**src/rtl/glm_pkg.sv**
```systemverilog
`default_nettype none
// ----------------------------------------------------------------------------
// glm_pkg
// Types and constants shared by the gated loudness meter.
// ----------------------------------------------------------------------------
package glm_pkg;

    localparam logic [1:0] CMD_PUSH   = 2'd0;
    localparam logic [1:0] CMD_FINISH = 2'd1;
    localparam logic [1:0] CMD_CLEAR  = 2'd2;

    localparam logic signed [13:0] LOUD_MIN = -14'sd7000;
    localparam logic signed [13:0] LOUD_MAX = 14'sd600;
    localparam logic [31:0] ABS_GATE_MIN = 32'd32;
    localparam logic [24:0] LOG_SCALE = 25'd19728302;
    localparam logic signed [63:0] LOG_OFFSET = 64'sd296782240154;

    typedef enum logic [1:0] {
        DIV_SHORT = 2'd0,
        DIV_WIN   = 2'd1,
        DIV_GATE  = 2'd2
    } div_sel_t;

    typedef struct packed {
        logic     push;
        logic     clear;
        logic     div_start;
        div_sel_t div_sel;
        logic     log_start;
        logic     short_load;
        logic     block_write;
        logic     scan_start;
        logic     scan_pass2;
        logic     ungated_load;
        logic     out_load;
        logic     out_finish;
        logic     out_use_ungated;
        logic     out_min;
    } glm_cmd_t;

    typedef struct packed {
        logic div_done;
        logic log_done;
        logic scan_done;
        logic window_full;
        logic hist_empty;
        logic acount_zero;
        logic gcount_zero;
    } glm_stat_t;

endpackage
`default_nettype wire

```
**src/rtl/glm_controller.sv**
```systemverilog
`default_nettype none
// ----------------------------------------------------------------------------
// glm_controller
// Sequencer for push, finish and clear commands.
// ----------------------------------------------------------------------------
module glm_controller (
    input  wire logic               clk,
    input  wire logic               rst_n,
    input  wire logic               in_valid,
    output logic                    in_ready,
    input  wire logic [1:0]         command,
    output logic                    out_valid,
    input  wire logic               out_ready,
    output glm_pkg::glm_cmd_t       cmd,
    input  wire glm_pkg::glm_stat_t stat
);
    import glm_pkg::*;

    typedef enum logic [11:0] {
        S_IDLE  = 12'b000000000001,
        S_SDIV  = 12'b000000000010,
        S_SLOG  = 12'b000000000100,
        S_WDIV  = 12'b000000001000,
        S_WWR   = 12'b000000010000,
        S_SCAN1 = 12'b000000100000,
        S_ADIV  = 12'b000001000000,
        S_ALOG  = 12'b000010000000,
        S_SCAN2 = 12'b000100000000,
        S_GDIV  = 12'b001000000000,
        S_GLOG  = 12'b010000000000,
        S_OUT   = 12'b100000000000
    } ctl_state_t;

    ctl_state_t state_reg, state_next;
    logic out_valid_next;
    logic acc;

    assign in_ready = (state_reg == S_IDLE) && (!out_valid || out_ready);
    assign acc      = in_valid && in_ready;

    always_comb
    begin
        state_next     = state_reg;
        cmd            = '0;
        cmd.div_sel    = DIV_SHORT;
        out_valid_next = out_valid && !out_ready;
        case (state_reg)
            S_IDLE:
                if (acc)
                begin
                    case (command)
                        CMD_PUSH:
                        begin
                            cmd.push   = 1'b1;
                            state_next = S_SDIV;
                        end
                        CMD_FINISH:
                        begin
                            if (stat.hist_empty)
                            begin
                                cmd.out_load   = 1'b1;
                                cmd.out_finish = 1'b1;
                                cmd.out_min    = 1'b1;
                                out_valid_next = 1'b1;
                            end
                            else
                            begin
                                cmd.scan_start = 1'b1;
                                state_next     = S_SCAN1;
                            end
                        end
                        CMD_CLEAR:
                        begin
                            cmd.clear      = 1'b1;
                            cmd.out_load   = 1'b1;
                            out_valid_next = 1'b1;
                        end
                        default:
                        begin
                            cmd.out_load   = 1'b1;
                            out_valid_next = 1'b1;
                        end
                    endcase
                end
            S_SDIV:
            begin
                cmd.div_start = 1'b1;
                state_next    = S_SLOG;
            end
            S_SLOG:
            begin
                cmd.log_start = stat.div_done;
                if (stat.log_done)
                begin
                    cmd.short_load = 1'b1;
                    if (stat.window_full)
                    begin
                        cmd.div_sel   = DIV_WIN;
                        cmd.div_start = 1'b1;
                        state_next    = S_WDIV;
                    end
                    else
                        state_next = S_OUT;
                end
            end
            S_WDIV:
            begin
                cmd.div_sel = DIV_WIN;
                if (stat.div_done) state_next = S_WWR;
            end
            S_WWR:
            begin
                cmd.block_write = 1'b1;
                state_next      = S_OUT;
            end
            S_SCAN1:
                if (stat.scan_done)
                begin
                    if (stat.acount_zero)
                    begin
                        cmd.out_load   = 1'b1;
                        cmd.out_finish = 1'b1;
                        cmd.out_min    = 1'b1;
                        out_valid_next = 1'b1;
                        state_next     = S_IDLE;
                    end
                    else
                    begin
                        cmd.div_sel   = DIV_GATE;
                        cmd.div_start = 1'b1;
                        state_next    = S_ADIV;
                    end
                end
            S_ADIV:
            begin
                cmd.div_sel   = DIV_GATE;
                cmd.log_start = stat.div_done;
                if (stat.div_done) state_next = S_ALOG;
            end
            S_ALOG:
                if (stat.log_done)
                begin
                    cmd.ungated_load = 1'b1;
                    cmd.scan_start   = 1'b1;
                    cmd.scan_pass2   = 1'b1;
                    state_next       = S_SCAN2;
                end
            S_SCAN2:
                if (stat.scan_done)
                begin
                    if (stat.gcount_zero)
                    begin
                        cmd.out_load        = 1'b1;
                        cmd.out_finish      = 1'b1;
                        cmd.out_use_ungated = 1'b1;
                        out_valid_next      = 1'b1;
                        state_next          = S_IDLE;
                    end
                    else
                    begin
                        cmd.div_sel   = DIV_GATE;
                        cmd.div_start = 1'b1;
                        state_next    = S_GDIV;
                    end
                end
            S_GDIV:
            begin
                cmd.div_sel   = DIV_GATE;
                cmd.log_start = stat.div_done;
                if (stat.div_done) state_next = S_GLOG;
            end
            S_GLOG:
                if (stat.log_done)
                begin
                    cmd.out_load   = 1'b1;
                    cmd.out_finish = 1'b1;
                    out_valid_next = 1'b1;
                    state_next     = S_IDLE;
                end
            S_OUT:
                if (!out_valid || out_ready)
                begin
                    cmd.out_load   = 1'b1;
                    out_valid_next = 1'b1;
                    state_next     = S_IDLE;
                end
            default: state_next = S_IDLE;
        endcase
    end

    always_ff @(posedge clk or negedge rst_n)
    begin
        if (!rst_n)
        begin
            state_reg <= S_IDLE;
            out_valid <= 1'b0;
        end
        else
        begin
            state_reg <= state_next;
            out_valid <= out_valid_next;
        end
    end

`ifndef SYNTHESIS
    a_no_accept_busy: assert property (@(posedge clk) disable iff (!rst_n)
        (state_reg != S_IDLE) |-> !in_ready)
        else $error("input accepted while busy");
    a_push_seq: assert property (@(posedge clk) disable iff (!rst_n)
        (acc && command == CMD_PUSH) |=> (state_reg == S_SDIV))
        else $error("push did not start short mean");
    a_out_hold: assert property (@(posedge clk) disable iff (!rst_n)
        (out_valid && !out_ready) |=> out_valid)
        else $error("result dropped");
`endif
endmodule
`default_nettype wire

```
**config.mk**
```make
export PLATFORM = sky130hd
export DESIGN_NAME = glm_controller
export DESIGN_NICKNAME = d
export VERILOG_FILES = /design/src/rtl/glm_pkg.sv /design/src/rtl/glm_controller.sv
export SDC_FILE = /design/constraint.sdc
export NUM_CORES = 1
export LEC_CHECK = 0
export ABC_AREA = 0
export BUFFER_PORTS_ARGS = -buffer_cell sky130_fd_sc_hd__buf_4
export CAP_MARGIN = 15
export CORE_AREA = 2 2 53 55
export DETAILED_ROUTE_END_ITERATION = 16
export DIE_AREA = 0 0 55 57
export PLACE_DENSITY = 0.66
export SYNTH_ARGS = -nofsm -noshare
export SYNTH_HDL_FRONTEND = slang
export SYNTH_SLANG_ARGS = --single-unit
```
**constraint.sdc**
```tcl
create_clock -name clk -period 2.2 [get_ports clk]
set_input_delay 0.11 -clock clk [delete_from_list [all_inputs] [get_ports clk]]
set_output_delay 0.11 -clock clk [all_outputs]
set_load 0.01 [all_outputs]
```
==> metrics.txt, run 1 <==
predominant post-synthesis flop cell=dfrtp_1; remaining antenna violation count after routing=0; synthesized area per cell=9.40 sq um; register bit total from synthesis=13; Ys Warns=0; Area Growth Syn to Fin=45.7%; Net Count, Synth=125; total die area=3140 sq um; ANT cells=0; Worst path slowest cell=dfstp_2; WS Path Type=register to output port; Slew Viols, Final=0; Worst-path clk slew=0.10 ns; Fin. Hold Viols=0; top-count cell post-synth=nand3_1; area of the core=2620 sq um; clk_lat worst skew=0.30 ns; multi-input logic area=749 sq um; number of global-route vias before repair=1063; Clock Path Buffers=2; Chip Height=57 um; crit-path leading delay family=flip-flops; MaxCap Viol Count=0; global route overflow=0; hold endpoint=state_reg[1]; post-route design area=1530 sq um; cell taking the most area after synthesis=dfrtp_1; R2R cell count=7; number of remaining DRC errors=0; FFs w/ async S/R, synth=1.00; largest net degree at the start of global routing=14; Rel. slew slack=0.643; PwrDens=1040 nW/um^2; type of the worst min-delay path=primary input to register; Site Rows=19; post-synthesis sequential area ratio=0.310; max reg flops=12; worst-margin pin slew=0.531 ns; fin util=0.586; min-delay src=command[0]; die width=55 um; Fmax achieved=464 MHz; Post-synth EDFFs=0; worst reg-to-reg setup slack=0.12 ns; Startpoint Class=register; status=complete, no violations; Max IR drop VDD=0.569 mV; Num CTS Buffers=3; top-level port count=30; setup violators final=0; Hold Crit Depth=2; Synth top area share=0.285; Worst R2R Start=state_reg[5]; first-pass GRT wire length=4.73 mm; vias per cell=6.12; Initial Utilization=0.402; delay of the slowest critical-path stage=0.59 ns; CP max FO=6; Post-synth top cells=nand3_1, dfrtp_1, nor4b_1, o21ai_0; TritonCTS clock tree=built; register area=334 sq um; initial antenna violation count=0; Buf+Inv Stages, Crit Path=2; dpl cell area=1310 sq um; total routed wirelength=3.41 mm; crit path DAT=2.04 ns; cells after synthesis=112; gpl congestion=0.824; H-tree levels=1; Yosys cell types=39; GRT Total Usage=0.206; Vias=1162; share of cells above drive strength 1=0.535; most used cell along the critical path=buf_4; final critical-path required period=2.15 ns; Mapped Area=1050 sq um; number of DRC markers in iteration 0=41; reg2reg end=state_reg[9]; post-layout power=0.00160 W; fillcell total=226; IO buf count=29; DRT Pass-1 Iters=4; Clock Sink Count=13; DP Wirelength=2.34 mm; post-route setup TNS=0 ns; element type at the critical path end=output port; fin nets=173; post-DR wirelength/cell=17.9 um; Lkg Pwr=0.728 nW; Root Driver=clkbuf_4; WP data required=2.09 ns; crit path cell chain=nor4_4, buf_4, and3_1, and3_4, a21o_1, a211o_1, buf_4; period utilization=0.979; Worst Clk Skew=0.0132 ns; ranking of synthesized cells by area=dfrtp_1, nor4b_1, nand3_1
## worst max-delay path by stage
stage	startpoint	to	slack, ns	cells past startpoint
floorplan	state_reg[0]	state_reg[5]	0.31	6
global placement	state_reg[0]	state_reg[5]	0.12	6
detailed placement	state_reg[0]	state_reg[9]	0.09	6
CTS	state_reg[5]	cmd[3]	0.007	8
global route	state_reg[5]	cmd[3]	-0.03	9
finish	state_reg[0]	cmd[2]	0.05	7
## per-layer routing
metal | track usage | wire length [um] | up-vias
met5 | 0 | 0 | -
met4 | 0.0523 | 72 | 0
met3 | 0.0393 | 215 | 9
met2 | 0.352 | 1730 | 51
met1 | 0.260 | 1390 | 569
li1 | - | - | 533
## layout by cell type (no fill, tap or decap), drive strengths merged
cell type / synthesis / final
clkinv: 0 / 1
clkdlybuf4s15: 0 / 1
clkbuf: 0 / 3
a21o: 1 / 1
nand3: 15 / 15
and3: 5 / 5
a211oi: 1 / 1
buf: 4 / 45
nand2b: 2 / 2
nand3b: 1 / 1
dfrtp: 12 / 12
or4: 1 / 1
a211o: 1 / 1
nand4: 4 / 4
a31oi: 2 / 2
mux2: 4 / 4
nor2b: 3 / 3
o22ai: 1 / 1
nor4: 7 / 7
nor3b: 1 / 1
o2111ai: 1 / 1
o2bb2ai: 1 / 1
nor3: 1 / 1
nor2: 6 / 6
and4: 1 / 1
a22oi: 2 / 2
a21oi: 1 / 1
dfstp: 1 / 1
mux2i: 1 / 1
and2: 3 / 3
nand2: 6 / 6
dlygate4sd3: 0 / 1
o31ai: 1 / 1
inv: 5 / 5
nor4b: 10 / 10
o21ai: 7 / 7
## per-stage QoR
| stage | hold slack [ns] | instances | setup slack (ns) |
|---|---|---|---|
| after CTS | 0.00918 | 179 | 0.00666 |
| final | 0.0114 | 190 | 0.0455 |
| after global placement | -0.0306 | 174 | 0.124 |
| after global routing | 0.0117 | 190 | -0.0279 |
| after floorplan | -0.186 | 112 | 0.308 |
| after detailed placement | -0.0276 | 174 | 0.0903 |
## area by class of cell
type,instances,area share
inverter,5,0.0122
clock buffer,3,0.0147
timing repair buffer,47,0.238
tap,31,0.0253
clock inverter,1,0.00327
multi-input combinational,90,0.489
sequential,13,0.218
## power by group
part           internal [W]  switching (W)
Clock             0.0000678      0.0000968
Sequential         0.000290      0.0000682
Combinational      0.000556       0.000517
## timing repair
item | CTS | global route
hold buffers | 1 | 0
cloned | 0 | 2
endpoints found under the hold margin | 13 | 0
pin swaps | 0 | 6
setup buffers | 0 | 10
gates resized for setup | 1 | 25
endpoints found under the setup margin | 6 | 15
## kinds of logic after synthesis
| kind of cell | share of synthesized area |
|---|---|
| AND/OR/NAND/NOR | 0.421 |
| AO/OA/AOI/OAI | 0.145 |
| multiplexers | 0.0666 |
| buffers and inverters | 0.0571 |
| flip-flops | 0.310 |
(Power assumes the default switching activity.)
==> run 2, diff against run 1 <==
- CORE_AREA: 2 2 53 55 -> 4 4 55 57
- DIE_AREA: 0 0 55 57 -> 0 0 59 61
==> metrics.txt, run 2 (synthesis results as in run 1) <==
post-DR wirelength/cell=16.8 um (-6.3%); MaxCap Viol Count=0 (unchanged); top-level port count=30 (unchanged); register area=329 sq um (-1.5%); Worst Clk Skew=0.00142 ns (-0.0118 ns); Max IR drop VDD=0.534 mV (-6.0%); number of global-route vias before repair=1029 (-3.2%); number of DRC markers in iteration 0=41 (unchanged); most used cell along the critical path=buf_4; initial antenna violation count=0 (unchanged); most frequent cells in the layout=buf_4, nand3_1, dfrtp_1, nor4b_1, o21ai_0; Slew Viols, Final=0 (unchanged); gpl congestion=0.848 (+2.9%); number of remaining DRC errors=0 (unchanged); Vias=1093 (-5.9%); final critical-path required period=2.13 ns (-0.0201 ns); Clock Path Buffers=2 (unchanged); total routed wirelength=3.06 mm (-10%); setup ws final=0.0656 ns (+0.0201 ns); Reg power frac=0.261 (+0.037); Fmax achieved=469 MHz (+0.94%); Worst path slowest cell=dfstp_2; fillcell total=227 (+0.44%); post-route setup TNS=0 ns (unchanged); CP max FO=12 (+6); Chip Height=61 um (+7.0%); commonest non-fill, non-tap cell in the layout=buf_4; DP Wirelength=2.35 mm (+0.49%); post-route design area=1440 sq um (-5.9%); TritonCTS clock tree=built; die width=59 um (+7.3%); largest net degree at the start of global routing=14 (unchanged); Area Growth Syn to Fin=37.1%; global route overflow=0 (unchanged); clock share of power=0.110 (+0.007); WP data required=2.09 ns (about the same); dpl cell area=1310 sq um (about the same); WS Path Type=register to output port; ANT cells=0 (unchanged); Pint=0.000779 W (-15%); remaining antenna violation count after routing=0 (unchanged); Rel. slew slack=0.649 (+0.00577); Switching Share=0.420 (-0.00767); crit-path leading delay family=flip-flops; Site Rows=18 (-1); crit path DAT=2.02 ns (-0.02 ns); share of cells above drive strength 1=0.461 (-0.0741); crit path cell chain=nor4_2, buf_4, and3_4, and3_1, a21o_1, a211o_1, buf_4; Placed Instances=173 (-0.57%); Clock Sink Count=13 (unchanged); clk_lat worst skew=0.27 ns (-0.03 ns); Non-Filler Instances=182 (-4.2%); multi-input logic area=727 sq um (-3.0%); RSZ-0062 raised after global routing=yes; DRT Pass-1 Iters=4 (unchanged); setup violators final=0 (unchanged); worst-margin pin slew=0.523 ns (-0.00859 ns); pre-CTS setup slack=0.0962 ns (+0.00590 ns); switching power=0.000563 W (-17%); total die area=3600 sq um (+15%); area of the core=2480 sq um (-5.3%); status=complete, no violations; Buf+Inv Stages, Crit Path=2 (unchanged); fin nets=166 (-4.0%); Startpoint Class=register; vias per cell=6.01 (-1.8%); PwrDens=931 nW/um^2 (-11%); combinational share of power=0.629 (-0.043); GRT Total Usage=0.171 (-0.0345); first-pass GRT wire length=4.70 mm (-0.74%); period utilization=0.970 (-0.00916); fin util=0.582 (-0.00380); delay of the slowest critical-path stage=0.59 ns (about the same); IO buf count=29 (unchanged); type of the worst min-delay path=primary input to register; Num CTS Buffers=3 (unchanged); Worst-path clk slew=0.08 ns (-0.02 ns); Root Driver=clkbuf_4; H-tree levels=1 (unchanged); element type at the critical path end=output port; Initial Utilization=0.425 (+0.0224); Lkg Pwr=0.700 nW (-3.8%); max reg flops=12 (unchanged); Fin. Hold Viols=0 (unchanged)
## run 2: path summary, 6_finish.rpt
check                        startpoint      endpoint  slack, ns  cells after the start
max reg2reg                state_reg[9]  state_reg[6]       0.10                      7
min                          command[0]  state_reg[1]       0.05                      2
max in group asynchronous         rst_n  state_reg[0]       1.75                      2
min in group asynchronous         rst_n  state_reg[3]       0.21                      2
max                        state_reg[0]        cmd[2]       0.07                      7
min reg2reg                state_reg[7]  state_reg[7]       0.62                      2
## run 2: per-stage QoR
step | hold slack, ns | total power (W)
after floorplan | -0.186 | 0.000895
after global placement | -0.0331 | 0.00110
after detailed placement | -0.0311 | 0.00111
after CTS | 0.0411 | 0.00127
after global routing | 0.0358 | 0.00143
final | 0.0465 | 0.00134
## run 2: what timing repair did
| item | 4_1_cts | 5_1_grt |
|---|---|---|
| endpoints found under the hold margin | 13 | 0 |
| buffers inserted | 0 | 3 |
| gates resized for setup | 2 | 12 |
| pin swaps | 0 | 1 |
| setup endpoints to repair | 4 | 10 |
| hold buffers | 1 | 0 |
| gates cloned | 0 | 1 |
## run 2: cell type report
class                   instances  share of cell area
flip-flops and latches         13               0.228
well taps                      30              0.0260
multi-input cells              90               0.504
inverters                       5              0.0130
clock buffers                   4              0.0182
repair buffers                 40               0.211
## run 2: power groups by stage
stage          registers [W]  clock network, W  logic (W)
2_1_floorplan       0.000337                 0   0.000558
3_3_place_gp        0.000345                 0   0.000758
3_5_place_dp        0.000346                 0   0.000767
4_1_cts             0.000344          0.000151   0.000779
5_1_grt             0.000359          0.000168   0.000905
6_report            0.000350          0.000148   0.000844
## run 2: layer usage
layer | routed length [um] | track usage | vias to the layer above | part of all wire
met1 | 1330 | 0.223 | 517 | 0.43
li1 | - | - | 517 | -
met5 | 0 | 0 | - | 0
met4 | 40 | 0.0485 | 0 | 0.013
met3 | 270 | 0.0298 | 6 | 0.088
met2 | 1420 | 0.292 | 53 | 0.47
